[src/rtl/hbs_pkg.sv]
package hbs_pkg;

    // Request kinds
    localparam logic REQ_LOAD  = 1'b0;
    localparam logic REQ_QUERY = 1'b1;

    // Register indexes (byte address bit 2)
    localparam logic REG_TERRAIN_SIZE = 1'b0;
    localparam logic REG_INV_SCALE    = 1'b1;

    // Register reset values
    localparam logic [8:0]  TERRAIN_SIZE_RST = 9'd256;
    localparam logic [15:0] INV_SCALE_RST    = 16'd4096;

    // Queue between front and back
    localparam int QDEPTH = 4;
    localparam int QAW    = $clog2(QDEPTH);

    // Width of the integer part of a map coordinate
    localparam int IPW = 20;

    typedef struct packed {
        logic               req_type;
        logic [7:0]         load_row;
        logic [7:0]         load_col;
        logic signed [15:0] load_height;
        logic [23:0]        world_x;
        logic [23:0]        world_z;
    } hbs_req_t;

    typedef struct packed {
        logic signed [15:0] height;
        logic               at_edge;
    } hbs_res_t;

    // One classified request: map coordinates are Q20.8 (product bits 39..12)
    typedef struct packed {
        logic               is_query;
        logic [7:0]         row;
        logic [7:0]         col;
        logic signed [15:0] height;
        logic [27:0]        px;
        logic [27:0]        pz;
    } hbs_entry_t;

    typedef struct packed {
        logic       valid;
        hbs_entry_t entry;
    } hbs_push_t;

    // floor(((b-a)*f + 128) / 256) + a
    function automatic logic signed [15:0] lerp8(input logic signed [15:0] a,
                                                 input logic signed [15:0] b,
                                                 input logic [7:0] f);
        logic signed [16:0] diff;
        logic signed [25:0] prod;
        logic signed [25:0] sum;
        logic signed [16:0] q;
        logic signed [16:0] r;
        diff = 17'(b) - 17'(a);
        prod = 26'(diff) * 26'(signed'({1'b0, f}));
        sum  = prod + 26'sd128;
        q    = 17'(sum >>> 8);
        r    = q + 17'(a);
        return r[15:0];
    endfunction

endpackage

[src/rtl/hbs_front.sv]
module hbs_front import hbs_pkg::*; #(
    parameter int MAP_SIDE = 256
) (
    input  logic        start,
    input  logic        busy,
    input  hbs_req_t    req,
    input  logic [15:0] inv_world_scale,
    output hbs_push_t   push
);

    logic        accept;
    logic        load_in_map;
    logic [39:0] px;
    logic [39:0] pz;

    assign accept = start && !busy;

    // loads outside the map are dropped here
    assign load_in_map = (int'(req.load_row) < MAP_SIDE) && (int'(req.load_col) < MAP_SIDE);

    // world position times reciprocal scale, Q20.20
    assign px = req.world_x * inv_world_scale;
    assign pz = req.world_z * inv_world_scale;

    always_comb
    begin
        push.valid         = accept && ((req.req_type == REQ_QUERY) || load_in_map);
        push.entry.is_query = (req.req_type == REQ_QUERY);
        push.entry.row     = req.load_row;
        push.entry.col     = req.load_col;
        push.entry.height  = req.load_height;
        push.entry.px      = px[39:12];
        push.entry.pz      = pz[39:12];
    end

endmodule

[config.mk]
export PLATFORM = sky130hd
export DESIGN_NAME = hbs_front
export DESIGN_NICKNAME = d
export VERILOG_FILES = /design/src/rtl/hbs_pkg.sv /design/src/rtl/hbs_front.sv
export SDC_FILE = /design/constraint.sdc
export NUM_CORES = 2
export LEC_CHECK = 0
export ABC_AREA = 1
export BUFFER_PORTS_ARGS = -buffer_cell sky130_fd_sc_hd__buf_2
export CAP_MARGIN = 0
export CORE_MARGIN = 4
export CORE_UTILIZATION = 30
export DETAILED_ROUTE_END_ITERATION = 8
export RECOVER_POWER = 25
export SLEW_MARGIN = 20
export SYNTH_ARGS = -nofsm -noshare
export SYNTH_HDL_FRONTEND = slang
export SYNTH_SLANG_ARGS = --single-unit
[constraint.sdc]
create_clock -name vclk -period 9.9
set_clock_uncertainty 0.2 [all_clocks]
set_input_delay 1.98 -clock vclk [all_inputs]
set_output_delay 1.98 -clock vclk [all_outputs]
set_load 0.005 [all_outputs]
==> flow_metrics.py <==
metrics = {
    "timing": {
        "final_hold_viol_count": 0,
        "timing.fmax_ghz": 0.104,
        "finalCritPeriodShare": 0.971,
        "slew_viol_final": 0,
        "rsz0062_at_grt": "yes",
        "slew_headroom": 0.383,
        "worstMarginPinSlew_ns": 0.925,
        "setup_viol": 0,
        "min_period_ns": 9.61,
    },
    "placement": {
        "port_buffers": 123,
        "dp_hpwl_microns": 60500,
        "place_congestion": 0.903,
    },
    "yosys": {
        "yosysWarnings": 0,
        "syn_nets": 4456,
        "ys_types": 30,
        "syn-mean-instance-area_sq_um": 7.33,
        "syn-instance-count": 3529,
        "netlist_area_sq_um": 25900,
        "synth-seq-area-share": 0,
    },
    "worst_setup_path": {
        "timing.critical_path.cells": "buf_2, buf_12, nand2_1, fa_1, inv_1, fa_1, fa_1, fa_1, fa_1, inv_1, fa_1, inv_1, ha_1, a21oi_1, o21ai_0, a21oi_1, o21ai_0, nor2_1, nand3_1, nand2_1, buf_2",
        "arrival_ns": 7.43,
        "slowest_stage": "fa_1",
        "crit_required_ns": 7.72,
        "critPathKind": "input port to primary output",
        "worst_path_largest_cell_delay_ns": 0.56,
        "cp-end-kind": "primary output",
        "path_common_cell": "fa_1",
        "cp-start-kind": "input port",
        "cp_max_fo": 25,
    },
    "routing": {
        "ant_nets": 0,
        "dr.pass1.iters": 5,
        "drt_iter0_markers": 968,
        "wl_per_cell_microns": 15.1,
        "drc": 0,
        "viasPerCell": 4.42,
        "vias": 20518,
        "wirelength_microns": 70100,
    },
    "floorplanning": {
        "io_pins": 189,
        "die_w_microns": 302,
        "die_area_sq_um": 91000,
        "rows": 107,
        "die_h_microns": 302,
        "core_area_sq_um": 85400,
        "initial_core_util": 0.303,
    },
    "global_routing": {
        "grt_pass1_wl_microns": 118000,
        "grt_max_degree": 49,
        "antenna_found_initial": 4,
        "overflow": 0,
        "first_global_vias": 22518,
        "grt_util_all_layers": 0.159,
    },
    "final_layout": {
        "fin_nets": 4428,
        "design.seq.count": 0,
        "final_layout_size_suffix_gt1_frac": 0.0549,
        "finish.utilization": 0.324,
        "regArea_sq_um": 0,
        "area_growth_pct": 6.83,
        "clkbuf_count": 0,
    },
    "clock_tree": {
        "cts_setup_buffers": 0,
    },
    "flow_run": {
        "maxCapViolations": 0,
    },
    "hold_path": {
        "hold_class": "input port to primary output",
    },
    "outcome": {
        "status": "completed",
    },
}
-- per-stage QoR --
| stage | hold slack (ns) | cell area [sq um] | setup TNS [ns] | instances | setup WS (ns) |
|---|---|---|---|---|---|
| 3_3_place_gp | 3.76 | 27600 | 0 | 4643 | 0.141 |
| 3_5_place_dp | 3.76 | 27600 | 0 | 4643 | 0.131 |
| 4_1_cts | 3.76 | 27600 | 0 | 4643 | 0.0949 |
| 5_1_grt | 3.76 | 27600 | -0.0215 | 4644 | -0.0165 |
| 2_1_floorplan | 3.84 | 25900 | 0 | 3529 | 0.731 |
| 6_report | 3.76 | 27600 | 0 | 4645 | 0.292 |
-- metal layers --
layer	up-vias	routed length, microns	track usage
li1	9784	-	-
met1	10184	31900	0.218
met2	481	34000	0.280
met3	65	3490	0.0176
met4	4	764	0.0164
met5	-	21	0
-- synthesized netlist by cell type, types with 8 or more instances --
cell type,n,area share
o21ai_0,51,0.0099
o21a_1,14,0.0041
nor2_1,105,0.015
inv_1,1071,0.16
xnor2_1,8,0.0027
buf_1,21,0.0030
nor3_1,21,0.0041
fa_1,610,0.47
nand4_1,8,0.0019
a21oi_1,106,0.021
nand2_2,9,0.0022
buf_4,35,0.010
ha_1,218,0.11
clkbuf_1,149,0.022
xor2_1,34,0.012
nand2_1,1004,0.15
nand3_1,39,0.0075
-- worst max-delay path: cells and delay by family --
kind	cells	cell delay [ns]
adder cells (fa/ha/maj)	7	3.40
AO/OA/AOI/OAI	4	0.75
buffers and inverters	6	0.85
AND/OR/NAND/NOR	4	0.42
-- logic make-up (layout without fill, tap and decap cells) --
family / count (synthesis) / in the layout / synth area share
AOI/OAI and AO/OA: 191 / 191 / 0.0402
xor gates and xnor gates: 42 / 42 / 0.0142
adders and majority gates: 828 / 828 / 0.577
buffers and inverters: 1277 / 1247 / 0.190
other: 0 / 2 / 0
and+or+nand+nor: 1191 / 1191 / 0.178
-- path summary, 6_finish.rpt --
path	from	end	slack [ns]	depth (start not counted)
max	inv_world_scale[11]	push[48]	0.29	21
min	req[52]	push[60]	3.76	0
-- cells in the final DEF (no fill, tap or decap), types with 9 or more instances in the layout --
master / synthesis / final
buf_4: 35 / 38
nor3_1: 21 / 21
buf_12: 0 / 15
inv_1: 1071 / 1071
nand3_1: 39 / 38
nand2_1: 1004 / 1004
nand2_2: 9 / 9
xor2_1: 34 / 34
buf_2: 1 / 117
a21oi_1: 106 / 104
ha_1: 218 / 218
o21ai_0: 51 / 50
fa_1: 610 / 610
nor2_1: 105 / 105
o21a_1: 14 / 14
-- layout make-up --
class / instances / area, sq um
antenna: 2 / 5.00
fill: 9292 / 57800
inverter: 1071 / 4020
multi-input combinational: 2252 / 21000
tap: 1144 / 1430
timing repair buffer: 176 / 1220
-- repair_timing --
action | in CTS | in global routing
resized for setup | 0 | 14
hold buffers | 0 | 0
setup endpoints to repair | 0 | 39
Power is left out: the tool's default activity adds up to more than one toggle a clock period on the data nets, which glitch-free logic cannot reach.
