File: config.mk
export PLATFORM = sky130hd
export DESIGN_NAME = hbs_queue
export DESIGN_NICKNAME = d
export VERILOG_FILES = /design/src/rtl/hbs_pkg.sv /design/src/rtl/hbs_queue.sv
export SDC_FILE = /design/constraint.sdc
export NUM_CORES = 1
export LEC_CHECK = 0
export BUFFER_PORTS_ARGS = -buffer_cell sky130_fd_sc_hd__buf_2
export CAP_MARGIN = 10
export CORE_ASPECT_RATIO = 1.1
export CORE_MARGIN = 4
export CORE_UTILIZATION = 25
export CTS_CLUSTER_DIAMETER = 100
export CTS_CLUSTER_SIZE = 10
export DETAILED_ROUTE_END_ITERATION = 8
export SLEW_MARGIN = 15
export SYNTH_ARGS = -nofsm -noshare
export SYNTH_HDL_FRONTEND = slang
export SYNTH_SLANG_ARGS = --single-unit
File: constraint.sdc
create_clock -name clk -period 4.15 [get_ports clk]
set_input_delay 0.415 -clock clk [delete_from_list [all_inputs] [get_ports clk]]
set_output_delay 0.415 -clock clk [all_outputs]
set_load 0.05 [all_outputs]
File: src/rtl/hbs_pkg.sv
package hbs_pkg;

    // Request kinds
    localparam logic REQ_LOAD  = 1'b0;
    localparam logic REQ_QUERY = 1'b1;

    // Register indexes (byte address bit 2)
    localparam logic REG_TERRAIN_SIZE = 1'b0;
    localparam logic REG_INV_SCALE    = 1'b1;

    // Register reset values
    localparam logic [8:0]  TERRAIN_SIZE_RST = 9'd256;
    localparam logic [15:0] INV_SCALE_RST    = 16'd4096;

    // Queue between front and back
    localparam int QDEPTH = 4;
    localparam int QAW    = $clog2(QDEPTH);

    // Width of the integer part of a map coordinate
    localparam int IPW = 20;

    typedef struct packed {
        logic               req_type;
        logic [7:0]         load_row;
        logic [7:0]         load_col;
        logic signed [15:0] load_height;
        logic [23:0]        world_x;
        logic [23:0]        world_z;
    } hbs_req_t;

    typedef struct packed {
        logic signed [15:0] height;
        logic               at_edge;
    } hbs_res_t;

    // One classified request: map coordinates are Q20.8 (product bits 39..12)
    typedef struct packed {
        logic               is_query;
        logic [7:0]         row;
        logic [7:0]         col;
        logic signed [15:0] height;
        logic [27:0]        px;
        logic [27:0]        pz;
    } hbs_entry_t;

    typedef struct packed {
        logic       valid;
        hbs_entry_t entry;
    } hbs_push_t;

    // floor(((b-a)*f + 128) / 256) + a
    function automatic logic signed [15:0] lerp8(input logic signed [15:0] a,
                                                 input logic signed [15:0] b,
                                                 input logic [7:0] f);
        logic signed [16:0] diff;
        logic signed [25:0] prod;
        logic signed [25:0] sum;
        logic signed [16:0] q;
        logic signed [16:0] r;
        diff = 17'(b) - 17'(a);
        prod = 26'(diff) * 26'(signed'({1'b0, f}));
        sum  = prod + 26'sd128;
        q    = 17'(sum >>> 8);
        r    = q + 17'(a);
        return r[15:0];
    endfunction

endpackage

File: src/rtl/hbs_queue.sv
module hbs_queue import hbs_pkg::*; (
    input  logic      clk,
    input  logic      rst_n,
    input  hbs_push_t push,
    input  logic      pop,
    output hbs_push_t head,
    output logic      full
);

    hbs_entry_t     q_mem [QDEPTH];
    logic [QAW-1:0] wr_ptr_reg;
    logic [QAW-1:0] wr_ptr_next;
    logic [QAW-1:0] rd_ptr_reg;
    logic [QAW-1:0] rd_ptr_next;
    logic [QAW:0]   count_reg;
    logic [QAW:0]   count_next;
    logic           do_push;
    logic           do_pop;

    assign full    = (count_reg == (QAW+1)'(QDEPTH));
    assign do_push = push.valid && !full;
    assign do_pop  = pop && (count_reg != '0);

    assign head.valid = (count_reg != '0);
    assign head.entry = q_mem[rd_ptr_reg];

    // pointer and fill bookkeeping
    always_comb
    begin
        wr_ptr_next = do_push ? wr_ptr_reg + 1'b1 : wr_ptr_reg;
        rd_ptr_next = do_pop ? rd_ptr_reg + 1'b1 : rd_ptr_reg;
        count_next  = count_reg;
        if (do_push && !do_pop)
        begin
            count_next = count_reg + 1'b1;
        end
        else if (!do_push && do_pop)
        begin
            count_next = count_reg - 1'b1;
        end
    end

    always_ff @(posedge clk or negedge rst_n)
    begin
        if (!rst_n)
        begin
            wr_ptr_reg <= '0;
            rd_ptr_reg <= '0;
            count_reg  <= '0;
        end
        else
        begin
            wr_ptr_reg <= wr_ptr_next;
            rd_ptr_reg <= rd_ptr_next;
            count_reg  <= count_next;
        end
    end

    // entry storage
    always_ff @(posedge clk)
    begin
        if (do_push)
        begin
            q_mem[wr_ptr_reg] <= push.entry;
        end
    end

endmodule

==> metrics <==
largest net degree at the start of global routing=57; post-synthesis share of cell area spent on xor and xnor gates=0.394%; sinks on the clock net=363; portion of netlist area occupied by mux cells=15.2%; sort of element at the end of the critical path=primary output; maximum clock frequency=321 MHz; status=finished clean; r2r setup slk=1840 ps; arrival time of the worst setup path=2700 ps; hold violation count in the final report=0; total number of nets in the final design=821; switching component of the power=5.14 mW; depth of the most critical reg-to-reg path=4; # DRC=0; total gr overflow=0; type of the most critical hold path=input pin to flop; total number of vias=5,967; final cell area excluding filler cells=16,200 µm²; Peak VDD IR=0.430 mV; CTS tree=built; routability congestion estimate=0.681; Starting DRT DRC Count=323; remaining antenna violation count=0; largest fanout on the critical path=33; initial antenna violation count=6; Vias/cell=4.24; sw frac=38.5%; top-level port count=184; FF+latch count, synth=363; most frequent standard cell in the layout excluding fill and tap cells=sky130_fd_sc_hd__edfxtp_1; buffers added on ports=183; die outline area=57,200 µm²; number of global-route vias before repair=6,602; 1st-pass router iterations=4; register area share after synthesis=81.4%; crit share post-route=75.0%; max capacitance violation total=0; Cell Rows=88; final routed wirelength across all metal layers=27,400 µm; timing startpoint of the critical path=rd_ptr_reg[0]; warnings from Yosys=0; relative max-transition margin=33.4%; global-route wire length before repair=41,400 µm; fraction of final layout cells sized beyond drive strength 1=46.6%; Simple-Gate Fraction of Synth Area=0.469%; P_int=8.22 mW; Netlist Area Pre-Place=13,400 µm²; power share of the clock group=23.7%; Net Count, Synth=599; share of power burned in registers=39.3%; instance area after placement=15,100 µm²; RSZ-0062 raised after global routing=false; detailed placement HPWL=16,500 µm; Compound-Gate Fraction of Synth Area=0%; Power per Cell Area=825 nW/µm²; Setup TNS=0 ps; CTS buffer count=42; area of the placeable core=52,600 µm²; Critical R2R Capture=q_mem[2][29]; most frequent cells in the layout=sky130_fd_sc_hd__edfxtp_1, sky130_fd_sc_hd__buf_2, sky130_fd_sc_hd__mux4_2, sky130_fd_sc_hd__clkbuf_16, sky130_fd_sc_hd__buf_4; dominant combinational cell family by area after synthesis=multiplexers; clock edge transition at the registers on the reported setup and hold paths=60 ps; insertion delay of the later-clocked pin in the worst-skew pair=530 ps; setup violators final=0; number of H-tree branching levels=2; kind of launch point of the worst setup path=flop; flip-flop count of the largest register, all copies and words added=356; Clock Root Buffer=sky130_fd_sc_hd__clkbuf_16; required time of the worst setup path=3730 ps; starting density of the core=25.4%; leak pwr=5.39 nW; min Tclk post-route=3110 ps; Least-Margin Pin Slew=1000 ps; global routing usage summed across all routing layers=9.53%; Distinct cells, synth=20; adder and majority gate portion of the synthesized area=0.618%; largest buffer count on any clock path=3; die outline width=228 µm; Syn-to-layout area delta=21.3%; clk_skew=12.9 ps; part of the total power dissipated in combinational logic=37.0%; type of the worst setup path=flop to primary output; DR WL/cell=19.4 µm; worst flop-to-flop path startpoint=count_reg[2]; number of standard cells after synthesis=500; mean area per synthesized cell=26.7 µm²; capture point of the critical path=head[30]; number of pins exceeding their max-slew limit in the final report=0; Die Span Y=250 µm
==> worst max-delay path, cell delays in order (launching register included) <==
cell and delay [ps]:
sky130_fd_sc_hd__dfrtp_4 900, sky130_fd_sc_hd__buf_4 430, sky130_fd_sc_hd__mux4_2 550, sky130_fd_sc_hd__buf_2 230
==> power groups by stage <==
stage	registers (mW)	logic [mW]	clock network [mW]
floorplan	5.08	4.17	0
global placement	5.31	5.06	0
detailed placement	5.34	5.07	0
CTS	5.27	5.08	3.31
global route	5.33	5.22	3.46
finish	5.24	4.94	3.17
==> timing repair <==
action	in CTS	in global routing
resized for setup	0	0
setup buffers	0	0
hold buffers	1	0
endpoints found under the hold margin	7	0
==> cells by family (layout without fill, tap and decap cells) <==
| group | after synthesis | in the layout |
|---|---|---|
| xor+xnor | 6 | 6 |
| flops | 363 | 363 |
| other cells | 0 | 2 |
| simple gates | 10 | 10 |
| buf+inv | 24 | 255 |
| fa+ha+maj | 6 | 6 |
| mux | 91 | 91 |
==> through the flow <==
stage	hold slack [ps]	total power [mW]	utilization [%]	setup WS (ps)	std cells
2_1_floorplan	119	9.26	-	696	500
3_3_place_gp	278	10.4	28.6	1560	1352
3_5_place_dp	272	10.4	28.6	1520	1352
4_1_cts	32.1	13.7	30.8	908	1406
5_1_grt	50.1	14.0	30.8	830	1406
6_report	86.2	13.4	30.8	1040	1408
==> metal layers <==
metal / up-vias / wire length [µm] / GRT usage [%]
met3: 48 / 1810 / 3.41
met2: 167 / 14000 / 16.4
met1: 3157 / 10900 / 11.3
li1: 2587 / - / -
met5: - / 48 / 0
met4: 8 / 624 / 2.82
==> cell usage after synthesis (all sizes together) <==
cell	count	area, µm²
edfxtp	356	10700
mux4	89	2000
buf	20	248
dfrtp	7	175
ha	5	62.6
and2	4	25.0
xnor2	4	35.0
inv	3	11.3
mux2	2	22.5
xor2	2	17.5
clkbuf	1	3.75
fa	1	20.0
nand2	1	3.75
nand3	1	5.00
nor2	1	3.75
nor2b	1	6.26
nor3b	1	12.5
or3	1	6.26
==> area by class of cell <==
class / instances / area, µm²
Multi-Input combinational cell: 113 / 2230
Tap cell: 675 / 845
Clock inverter: 2 / 17.5
Fill cell: 5058 / 36400
Antenna cell: 2 / 5.00
Clock buffer: 51 / 1110
Inverter: 3 / 11.3
Sequential cell: 363 / 10900
Timing Repair Buffer: 199 / 1100
==> worst min-delay path by stage <==
stage | startpoint | end | slack, ps | cells past startpoint
2_1_floorplan | rst_n | count_reg[0] | 120 | 0
3_3_place_gp | rst_n | count_reg[2] | 280 | 1
3_5_place_dp | rst_n | count_reg[2] | 270 | 1
4_1_cts | push[46] | q_mem[3][46] | 30 | 1
5_1_grt | push[18] | q_mem[3][18] | 50 | 1
6_report | push[12] | q_mem[0][12] | 90 | 1
No activity file was read; power rests on OpenSTA's default activity.
